### config.mk
export PLATFORM = sky130hd
export DESIGN_NAME = positional_list_engine_core
export DESIGN_NICKNAME = d
export VERILOG_FILES = /design/src/rtl/ple_pkg.sv /design/src/rtl/ple_ram.sv /design/src/rtl/ple_slot_map.sv /design/src/rtl/positional_list_engine_core.sv
export VERILOG_INCLUDE_DIRS = /design/src /design/src/rtl
export SDC_FILE = /design/constraint.sdc
export NUM_CORES = 2
export LEC_CHECK = 0
export BUFFER_PORTS_ARGS = -buffer_cell sky130_fd_sc_hd__buf_4
export CORE_UTILIZATION = 50
export DETAILED_ROUTE_END_ITERATION = 10
export PLACE_DENSITY = 0.66
export SYNTH_ARGS = -nofsm -noshare
export SYNTH_HDL_FRONTEND = slang
export SYNTH_SLANG_ARGS = --single-unit
### constraint.sdc
create_clock -name clock -period 9.13 [get_ports clock]
set_clock_uncertainty 0.15 [all_clocks]
set_input_delay 0.913 -clock clock [delete_from_list [all_inputs] [get_ports clock]]
set_output_delay 0.913 -clock clock [all_outputs]
set_load 0.02 [all_outputs]
### src/rtl/positional_list_engine_core_macros.svh
// assertion macros used by the positional list engine core
`ifndef POSITIONAL_LIST_ENGINE_CORE_MACROS_SVH
`define POSITIONAL_LIST_ENGINE_CORE_MACROS_SVH

// same-cycle implication, held off during reset
`define PLE_ASSERT_NOW(label, clk, rst, ante, cons) \
   label: assert property (@(posedge clk) disable iff (rst) (ante) |-> (cons)) \
      else $error("ple assertion failed");

// next-cycle implication, held off during reset
`define PLE_ASSERT_NEXT(label, clk, rst, ante, cons) \
   label: assert property (@(posedge clk) disable iff (rst) (ante) |=> (cons)) \
      else $error("ple assertion failed");

`endif

### src/rtl/ple_pkg.sv
// package with sizes, codes and shared types of the positional list engine
package ple_pkg;
   localparam int CAPACITY = 32;
   localparam int SLOT_W   = $clog2(CAPACITY);
   localparam int CNT_W    = 6;
   localparam int VAL_W    = 32;

   localparam logic [1:0] CMD_INSERT = 2'd0;
   localparam logic [1:0] CMD_DELETE = 2'd1;
   localparam logic [1:0] CMD_READ   = 2'd2;

   localparam logic [1:0] ST_OK      = 2'd0;
   localparam logic [1:0] ST_BAD_POS = 2'd1;
   localparam logic [1:0] ST_FULL    = 2'd2;

   // edit request from the control to the slot table
   typedef struct packed {
      logic              ins;
      logic              del;
      logic [SLOT_W-1:0] pos_idx;
      logic [CNT_W-1:0]  count;
   } map_op_type;
endpackage

### src/rtl/ple_ram.sv
// generic single-port ram with registered read
module ple_ram #(
   parameter int WIDTH = 32,
   parameter int DEPTH = 32
) (
   input  logic                     clock,
   input  logic                     wr_en,
   input  logic                     rd_en,
   input  logic [$clog2(DEPTH)-1:0] addr,
   input  logic [WIDTH-1:0]         wr_data,
   output logic [WIDTH-1:0]         rd_data
);
   logic [WIDTH-1:0] mem [DEPTH];
   logic [WIDTH-1:0] rd_data_ff;

   always_ff @(posedge clock) begin
      if (wr_en) begin
         mem[addr] <= wr_data;
      end
      if (rd_en) begin
         rd_data_ff <= mem[addr];
      end
   end

   assign rd_data = rd_data_ff;
endmodule

### src/rtl/ple_slot_map.sv
// position-to-slot table, a permutation of ram slots shifted in parallel
module ple_slot_map import ple_pkg::*; (
   input  logic              clock,
   input  logic              reset,
   input  map_op_type        op,
   input  logic [SLOT_W-1:0] rd_idx,
   output logic [SLOT_W-1:0] free_slot,
   output logic [SLOT_W-1:0] pos_slot,
   output logic [SLOT_W-1:0] rd_slot
);
   logic [SLOT_W-1:0] map_ff [CAPACITY];
   logic [SLOT_W-1:0] map_in [CAPACITY];
   logic [CNT_W-1:0]  pos6;

   // entries at and above count hold the unused slots
   assign free_slot = map_ff[op.count[SLOT_W-1:0]];
   assign pos_slot  = map_ff[op.pos_idx];
   assign rd_slot   = map_ff[rd_idx];
   assign pos6      = CNT_W'(op.pos_idx);

   always_comb begin
      for (int i = 0; i < CAPACITY; i++) begin
         map_in[i] = map_ff[i];
         if (op.ins) begin
            if (CNT_W'(i) == pos6) begin
               map_in[i] = free_slot;
            end else if (CNT_W'(i) > pos6 && CNT_W'(i) <= op.count && i > 0) begin
               map_in[i] = map_ff[(i + CAPACITY - 1) % CAPACITY];
            end
         end else if (op.del) begin
            if (CNT_W'(i) == op.count - 1'b1) begin
               map_in[i] = pos_slot;
            end else if (CNT_W'(i) >= pos6 && CNT_W'(i) < op.count - 1'b1) begin
               map_in[i] = map_ff[(i + 1) % CAPACITY];
            end
         end
      end
   end

   always_ff @(posedge clock) begin
      for (int i = 0; i < CAPACITY; i++) begin
         if (reset) begin
            map_ff[i] <= SLOT_W'(i);
         end else begin
            map_ff[i] <= map_in[i];
         end
      end
   end
endmodule

### src/rtl/positional_list_engine_core.sv
// top level of the positional list engine: control, slot table and value ram
// insert, delete, bad commands, empty reads: result registered in the cycle after the transfer
// read-out: per element a ram read (S_RADDR) then a result load (S_RDATA), which
//   waits while the result is still held; set by the single ram port and its registered read
// one command at a time; next transfer taken once the last result is loaded and the result register is free
// synchronous reset empties the list and restores the slot table, no clearing pass
module positional_list_engine_core import ple_pkg::*; (
   input  logic        clock,
   input  logic        reset,
   input  logic        req_tvalid,
   output logic        req_tready,
   input  logic [39:0] req_tdata,   // value[31:0], position[37:32], zero pad
   input  logic [1:0]  req_tuser,   // cmd[1:0]
   output logic        rsp_tvalid,
   input  logic        rsp_tready,
   output logic [47:0] rsp_tdata,   // count[5:0], elem_value[37:6], elem_index[43:38], pad
   output logic [2:0]  rsp_tuser,   // status[1:0], has_value[2]
   output logic        rsp_tlast
);
`include "positional_list_engine_core_macros.svh"

   localparam logic [1:0] S_IDLE  = 2'd0;
   localparam logic [1:0] S_RADDR = 2'd1;
   localparam logic [1:0] S_RDATA = 2'd2;

   logic [1:0]        state_ff, state_in;
   logic [CNT_W-1:0]  count_ff, count_in;
   logic [SLOT_W-1:0] rd_idx_ff, rd_idx_in;

   // result holding register
   logic              rsp_valid_ff, rsp_valid_in;
   logic [1:0]        rsp_status_ff, rsp_status_in;
   logic [CNT_W-1:0]  rsp_count_ff, rsp_count_in;
   logic              rsp_has_ff, rsp_has_in;
   logic [VAL_W-1:0]  rsp_val_ff, rsp_val_in;
   logic [CNT_W-1:0]  rsp_idx_ff, rsp_idx_in;
   logic              rsp_last_ff, rsp_last_in;

   logic [1:0]        cmd;
   logic [VAL_W-1:0]  value;
   logic [CNT_W-1:0]  position;
   logic              req_xfer, rsp_free;
   logic              ins_ok, del_ok;
   map_op_type        op;
   logic [SLOT_W-1:0] free_slot, pos_slot, rd_slot;
   logic              ram_we, ram_re;
   logic [SLOT_W-1:0] ram_addr;
   logic [VAL_W-1:0]  ram_rdata;
   logic [CNT_W-1:0]  next_idx;

   assign value    = req_tdata[31:0];
   assign position = req_tdata[37:32];
   assign cmd      = req_tuser;

   assign rsp_free   = !rsp_valid_ff || rsp_tready;
   assign req_tready = (state_ff == S_IDLE) && rsp_free;
   assign req_xfer   = req_tvalid && req_tready;

   // position checks; insert allows count+1, delete stops at count
   assign ins_ok = (cmd == CMD_INSERT) && (count_ff < CNT_W'(CAPACITY)) &&
                   (position != '0) && (position <= count_ff + 1'b1);
   assign del_ok = (cmd == CMD_DELETE) && (position != '0) && (position <= count_ff);

   assign op.ins     = req_xfer && ins_ok;
   assign op.del     = req_xfer && del_ok;
   assign op.pos_idx = SLOT_W'(position - 1'b1);
   assign op.count   = count_ff;

   ple_slot_map u_map (
      .clock     (clock),
      .reset     (reset),
      .op        (op),
      .rd_idx    (rd_idx_ff),
      .free_slot (free_slot),
      .pos_slot  (pos_slot),
      .rd_slot   (rd_slot)
   );

   // new value goes to the slot that becomes live; read-out follows the table
   assign ram_we   = op.ins;
   assign ram_re   = (state_ff == S_RADDR);
   assign ram_addr = ram_we ? free_slot : rd_slot;

   ple_ram #(.WIDTH(VAL_W), .DEPTH(CAPACITY)) u_ram (
      .clock   (clock),
      .wr_en   (ram_we),
      .rd_en   (ram_re),
      .addr    (ram_addr),
      .wr_data (value),
      .rd_data (ram_rdata)
   );

   assign next_idx = CNT_W'(rd_idx_ff) + 1'b1;

   always_comb begin
      state_in      = state_ff;
      count_in      = count_ff;
      rd_idx_in     = rd_idx_ff;
      rsp_valid_in  = rsp_valid_ff && !rsp_tready;
      rsp_status_in = rsp_status_ff;
      rsp_count_in  = rsp_count_ff;
      rsp_has_in    = rsp_has_ff;
      rsp_val_in    = rsp_val_ff;
      rsp_idx_in    = rsp_idx_ff;
      rsp_last_in   = rsp_last_ff;
      unique case (state_ff)
         S_IDLE: begin
            if (req_xfer) begin
               rsp_has_in  = 1'b0;
               rsp_val_in  = '0;
               rsp_idx_in  = '0;
               rsp_last_in = 1'b1;
               if (cmd == CMD_READ && count_ff != '0) begin
                  rd_idx_in = '0;
                  state_in  = S_RADDR;
               end else begin
                  rsp_valid_in = 1'b1;
                  if (op.ins) begin
                     count_in = count_ff + 1'b1;
                  end else if (op.del) begin
                     count_in = count_ff - 1'b1;
                  end
                  rsp_count_in = count_in;
                  if (cmd == CMD_INSERT && count_ff >= CNT_W'(CAPACITY)) begin
                     rsp_status_in = ST_FULL;
                  end else if (ins_ok || del_ok || cmd == CMD_READ) begin
                     rsp_status_in = ST_OK;
                  end else begin
                     rsp_status_in = ST_BAD_POS;
                  end
               end
            end
         end
         S_RADDR: begin
            state_in = S_RDATA;
         end
         S_RDATA: begin
            // ram output holds until the next read, so waiting here is safe
            if (rsp_free) begin
               rsp_valid_in  = 1'b1;
               rsp_status_in = ST_OK;
               rsp_count_in  = count_ff;
               rsp_has_in    = 1'b1;
               rsp_val_in    = ram_rdata;
               rsp_idx_in    = next_idx;
               rsp_last_in   = (next_idx == count_ff);
               if (next_idx == count_ff) begin
                  state_in = S_IDLE;
               end else begin
                  rd_idx_in = rd_idx_ff + 1'b1;
                  state_in  = S_RADDR;
               end
            end
         end
         default: begin
            state_in = S_IDLE;
         end
      endcase
   end

   always_ff @(posedge clock) begin
      if (reset) begin
         state_ff     <= S_IDLE;
         count_ff     <= '0;
         rd_idx_ff    <= '0;
         rsp_valid_ff <= 1'b0;
      end else begin
         state_ff     <= state_in;
         count_ff     <= count_in;
         rd_idx_ff    <= rd_idx_in;
         rsp_valid_ff <= rsp_valid_in;
      end
      rsp_status_ff <= rsp_status_in;
      rsp_count_ff  <= rsp_count_in;
      rsp_has_ff    <= rsp_has_in;
      rsp_val_ff    <= rsp_val_in;
      rsp_idx_ff    <= rsp_idx_in;
      rsp_last_ff   <= rsp_last_in;
   end

   assign rsp_tvalid = rsp_valid_ff;
   assign rsp_tdata  = {4'd0, rsp_idx_ff, rsp_val_ff, rsp_count_ff};
   assign rsp_tuser  = {rsp_has_ff, rsp_status_ff};
   assign rsp_tlast  = rsp_last_ff;

   `PLE_ASSERT_NOW(a_count_cap, clock, reset, 1'b1, count_ff <= CNT_W'(CAPACITY))
   `PLE_ASSERT_NEXT(a_raddr_to_rdata, clock, reset, state_ff == S_RADDR, state_ff == S_RDATA)
   `PLE_ASSERT_NOW(a_read_in_range, clock, reset, state_ff != S_IDLE,
      CNT_W'(rd_idx_ff) < count_ff)
endmodule

### Word-level counts from Yosys, hierarchy flattened

Memory sizes are Yosys's and may differ from the RTL's. A register that Yosys moved wholly into a read port is not among the register bits.
Cells that the tools add are included.

| storage, ports and cells | value |
|---|---|
| flip-flop bits (word level) | 62 |
| bits in writable memories | 1,184 |
| input bits | 46 |
| word-level logic and storage cells | 615 |
| memories | 2 |

Memory list:

| name | words | width | read ports | clocked after memory_dff | wr ports | line | source |
|---|---|---|---|---|---|---|---|
| u_ram.mem | 32 | 32 | 1 | 1 | 1 | ple_ram.sv:13 | `logic [WIDTH-1:0] mem [DEPTH];` |
| u_map.map_ff | 32 | 5 | 35 | 2 | 32 | ple_slot_map.sv:11 | `logic [SLOT_W-1:0] map_ff [CAPACITY];` |

| cells by class | value |
|---|---|
| add/subtract/negate cells | 5 |
| $lt $le $gt $ge | 130 |
| equality and inequality tests | 72 |
| multiplexer cells | 271 |
| bitwise operators | 33 |
| reduce and logical (&&, ||, !) cells | 92 |

Operator list:

| kind | count |
|---|---|
| $mux 5 | 232 |
| $eq 5x6->1 const A | 16 |
| $le 5x6->1 const A | 16 |
| $lt 5x6->1 const A | 16 |
| $eq 5x5->1 const A | 16 |
| $ge 5x5->1 const A | 16 |
| $gt 5x5->1 const A | 16 |
| $logic_and 1x1->1 | 75 |
| $mux 32 | 2 |
| $pmux 32 s2 | 1 |
| $eq 4x6->1 const A | 8 |
| $le 4x6->1 const A | 8 |
| $lt 4x6->1 const A | 8 |
| $mux 6 | 7 |
| $eq 4x5->1 const A | 8 |
| $ge 4x5->1 const A | 8 |
| $gt 4x5->1 const A | 8 |
| $or 1x1->1 | 32 |
| $eq 3x6->1 const A | 4 |
| $le 3x6->1 const A | 4 |
| $lt 3x6->1 const A | 4 |
| $pmux 6 s2 | 2 |
| $eq 3x5->1 const A | 4 |
| $ge 3x5->1 const A | 4 |
| other kinds (42) | 88 |

### Longest topological paths before layout

| depth | value |
|---|---|
| depth in word-level cells | 11 |
| gate-level depth with buffers | 20 |
| mapped depth without buffers | 13 |

### Cells and area by module

From an unflattened synthesis, not the netlist that was laid out.

| second synthesis, totals | value |
|---|---|
| cells, all modules | 4,523 |
| area total of the unflattened synthesis | 60,105.1 um2 |

By module, submodules not included:

| module | times used | cells an instance | area each (um2) | sequential area each (um2) |
|---|---|---|---|---|
| ple_ram | 1 | 2,107 | 40,063.4 | 31,710.4 |
| ple_slot_map | 1 | 2,135 | 16,817.4 | 3,203.1 |
| positional_list_engine_core | 1 | 281 | 3,224.3 | 1,721.7 |

### Worst setup path after synthesis

Ideal clock, no wire load.

| timing | value |
|---|---|
| path kind | input to register |
| start | in req_tdata[32] |
| end | mem u_ram.mem[12][0], enable pin |
| setup time | 0.421 ns |
| arrival time | 5.779 ns |
| data required time | 8.559 ns |
| setup slack | 2.780 ns |
| stages | 19 |
| buffers on the path | 9 |
| cells stage by stage | buf_2 > inv_1 > clkbuf_1 > clkbuf_1 > ha_1 > buf_2 > or3b_4 > or3_1 > buf_2 > and4_1 > clkbuf_2 > nand2_2 > buf_2 > buf_4 > buf_2 > nor2_1 > a21oi_1 > nand2_1 > nor2_1 |

| between the ends | value |
|---|---|
| longest elaborated chain between the ends | 6 |
| elaborated cells between the ends (all ways) | 8 |

RTL lines:

| item | line | source |
|---|---|---|
| from (decl) | positional_list_engine_core.sv:12 | `input logic [39:0] req_tdata,` |
| branches (longest 2 deep; another with $le 6x6->1) | -- |  |
| $logic_and 1x1->1 * | positional_list_engine_core.sv:61 | `(position != '0) && (position <= count_ff + 1'b1);` |
| $logic_and 1x1->1 * | positional_list_engine_core.sv:64 | `assign op.ins = req_xfer && ins_ok;` |
| $mux 1 | ple_ram.sv:17 | `if (wr_en) begin` |
| $mux 1 (implied by the code) | ple_ram.sv:18 | `mem[addr] <= wr_data;` |
| to (decl) | ple_ram.sv:13 |  |

Every way passes the cells marked *.

### Worst setup path in the final report

| timing | value |
|---|---|
| start | reg count_ff[0] |
| end | reg u_ram.rd_data_ff[9] (netlist: u_ram.rd_data[9]), read port of u_ram.mem (data pin) |

| between the ends | value |
|---|---|
| longest elaborated chain between the ends | 6 |
| elaborated cells between the ends (all ways) | 8 |

RTL lines:

| item | line | source |
|---|---|---|
| from (decl) | positional_list_engine_core.sv:27 | `logic [CNT_W-1:0] count_ff, count_in;` |
| from (signal assigned) | positional_list_engine_core.sv:169 | `count_ff <= count_in;` |
| branches (longest 3 deep; another with $add 6x1->6) | -- |  |
| $logic_and 1x1->1 * | positional_list_engine_core.sv:61 |  |
| $logic_and 1x1->1 * | positional_list_engine_core.sv:64 |  |
| $mux 5 * | positional_list_engine_core.sv:82 | `assign ram_addr = ram_we ? free_slot : rd_slot;` |
| to (decl) | ple_ram.sv:14 | `logic [WIDTH-1:0] rd_data_ff;` |

Marked as above.
A chain may end at the register's enable or synchronous reset.

==> impl_metrics.csv <==
group,metric,value,unit
sta,fin_tns_setup,0,ps
cts,cts_buffer_depth,3,
synthesis,synth_edf_count,1104,
cts,ctsHoldBuffers,0,
sta,max_freq,139,MHz
cts,htree_levels,4,
grt,overflow,0,
sta,finalCritPeriodShare,78.9,%
grt,grt_pass1_wl,274,mm
critical_path,cp.arrival,7530,ps
final_layout,syn2layout_area_growth,11.4,%
placed_design,port_buffers,93,
grt,antenna_found_initial,4,
sta,tightest_slew,1310,ps
cts,cts-root-buf,"clkbuf_16",
cts,clk_pin_slew,60,ps
sta,setup_viol,0,
routing,post_drt_via_cell_ratio,6.74,
synthesis,ys_top_cells_by_count,"edfxtp_1, mux2i_1, nor2_1",
cts,cts-resized-gates,0,
placed_design,gp_congestion,1.04,
power_and_ir_drop,p_leak,20.6,nW
sta,rsz0062_at_grt,"no",
floorplanning,start_util,50.4,%
final_layout,multiInputGateArea,0.0213,sq mm
worst_hold_path,min_path_type,"in -> reg",
sta,hold_viol,0,
sta,relSlewSlack,12.3,%
routing,vias,42100,
synthesis,synth.most_common_cell,"edfxtp_1",
cts,cts_tree,"yes",
synthesis,ys_warn_count,0,
sta,final_max_slew_viol_count,0,
cts,cts_sinks,1288,
cts,cts_buffers,137,
floorplanning,num_rows,126,
critical_path,startpoint_type,"register",
power_and_ir_drop,p_per_area,194,mW/mm^2
sta,hold_slack,352,ps
final_layout,nNetsFinal,4670,
synthesis,syn_area,0.0594,sq mm
power_and_ir_drop,ir_worst_vdd,0.171,mV
grt,first_global_vias,39000,
routing,wirelength,192,mm
floorplanning,die_x,347,um
grt,grt_usage,31.3,%
critical_path,crit_required,9460,ps
synthesis,synth_seq_area_share,62.0,%
synthesis,synth_largest_area_cell,"edfxtp_1",
synthesis,synth_cell_types,94,
routing,routedWlPerCell,30.8,um
synthesis,synth.area.top_cells,"edfxtp_1, mux2i_1, dfxtp_1, o22ai_1, mux4_2",
routing,first_pass_iters,8,
synthesis,synth_area_per_cell,13.0,sq um
floorplanning,fp.dieH,347,um
synthesis,synth_top_area_share,55.8,%
synthesis,yosys_register_bits,1288,
critical_path,end_kind,"register",
critical_path,worst-setup-path-type,"reg -> reg",
routing,antenna_left,0,
cts,postCtsSetupBuffers,0,
synthesis,synth_cells,4581,
critical_path,path_max_fanout,46,
floorplanning,core_area,0.118,sq mm
synthesis,async_reset_ff_share,0,%
synthesis,synth_top_flop_cell,"edfxtp_1",
final_layout,layout-drive-gt1-share,13.3,%
grt,grt_max_degree,163,
final_layout,num-fill-cells,9529,
cts,clock_latency,780,ps
run_status,status,"complete, no violations",
routing,drtIter0Drc,5884,
routing,drc_errors,0,
floorplanning,ios,100,
final_layout,seq_area,0.0368,sq mm
floorplanning,fp.dieArea,0.120,sq mm
placed_design,hpwl,115,mm
run,drv_cap,0,
sta,period_needed,7200,ps
[flip-flops by register name (all words and copies together), names as in the netlist, named ones only]
| name | cells |
|---|---|
| rd_idx_ff | 5 |
| rsp_tvalid | 1 |
| rsp_count_ff | 6 |
| count_ff | 6 |
| u_map.map_ff | 160 |
| rsp_has_ff | 1 |
| u_ram.mem | 1024 |
| rsp_tlast | 1 |
| rsp_idx_ff | 6 |
| rsp_status_ff | 2 |
| state_ff | 2 |
| u_ram.rd_data | 32 |
| rsp_val_ff | 32 |
[critical path, stage by stage (launching register included)]
cell      delay, ps
dfxtp_1         760
inv_1           300
ha_1            730
inv_1           240
ha_1            340
nand2b_1         70
a21oi_1          70
o32ai_2         880
and2_4          760
mux2i_1         420
o21ai_4         780
buf_4           470
o22ai_1         130
nor4_1          690
nand2_1         110
[final timing paths]
check,start,endpoint,slack [ps],depth (start not counted)
hold / removal,req_tuser[0],rsp_status_ff[1]$_SDFFCE_PP0P_,350,2
hold reg to reg,u_ram.rd_data[23]$_DFFE_PN_,rsp_val_ff[23]$_SDFFCE_PN0P_,370,1
setup reg to reg,count_ff[0]$_SDFFE_PP0P_,u_ram.rd_data[9]$_DFFE_PN_,1930,14
setup / recovery,count_ff[0]$_SDFFE_PP0P_,u_ram.rd_data[9]$_DFFE_PN_,1930,14
[power by group]
part           internal, W  switching [W]
logic             0.000280       0.000714
clock network      0.00307        0.00232
registers          0.00643      0.0000671
total              0.00977        0.00310
[cell type report]
type / count / area share, %
well taps: 1536 / 2.90
diodes: 1 / 0.00378
flip-flops and latches: 1288 / 55.7
clock buffers: 167 / 5.54
inverters: 23 / 0.130
multi-input cells: 2935 / 32.2
clock inverters: 73 / 1.00
repair buffers: 216 / 2.60
[routing by layer]
| layer | vias up | track usage [%] | routed length, um |
|---|---|---|---|
| met4 | 6 | 14.9 | 9730 |
| met5 | - | 0 | 32 |
| met3 | 551 | 7.79 | 22400 |
| met1 | 20700 | 43.0 | 75400 |
| li1 | 18000 | - | - |
| met2 | 2756 | 46.6 | 84600 |
[placed cells by master, fill, tap and decap left out, drive strengths merged, types with 10 or more instances in the layout]
cell type and n:
dfxtp 184, nor2b 20, a2111oi 11, edfxtp 1104, a22oi 20, nand4 22, clkbuf 167, nand3 52
o31ai 10, o211ai 44, and2 44, inv 26, a31oi 20, a211oi 84, buf 216, nand2 272
a21oi 280, mux4 84, xnor2 19, o21ai 268, and3 22, nor4 81, nor3 73, o22ai 313
o32ai 11, mux2i 620, ha 23, o221a 10, clkinv 59, mux2 20, nor2 339, a221oi 17
[logic make-up after synthesis]
family | after synthesis | synth area share [%]
fa+ha+maj | 23 | 0.484
compound gates | 1180 | 12.4
simple gates | 979 | 7.71
other cells | 1 | 0.00631
xor+xnor | 25 | 0.369
mux | 724 | 14.1
buf+inv | 361 | 2.92
flops | 1288 | 62.0
[per-stage QoR]
stage / util [%] / setup WS, ps / total power, W / cell area (sq um) / instances
after floorplan: - / 2780 / 0.00715 / 59400 / 4584
after CTS: 56.1 / 2180 / 0.0129 / 66200 / 6238
after global placement: 52.5 / 2250 / 0.00755 / 61900 / 5998
final: 56.1 / 1930 / 0.0129 / 66200 / 6239
after detailed placement: 52.5 / 2170 / 0.00756 / 61900 / 5998
after global routing: 56.1 / 1810 / 0.0132 / 66200 / 6239
No activity file was read; power rests on OpenSTA's default activity.
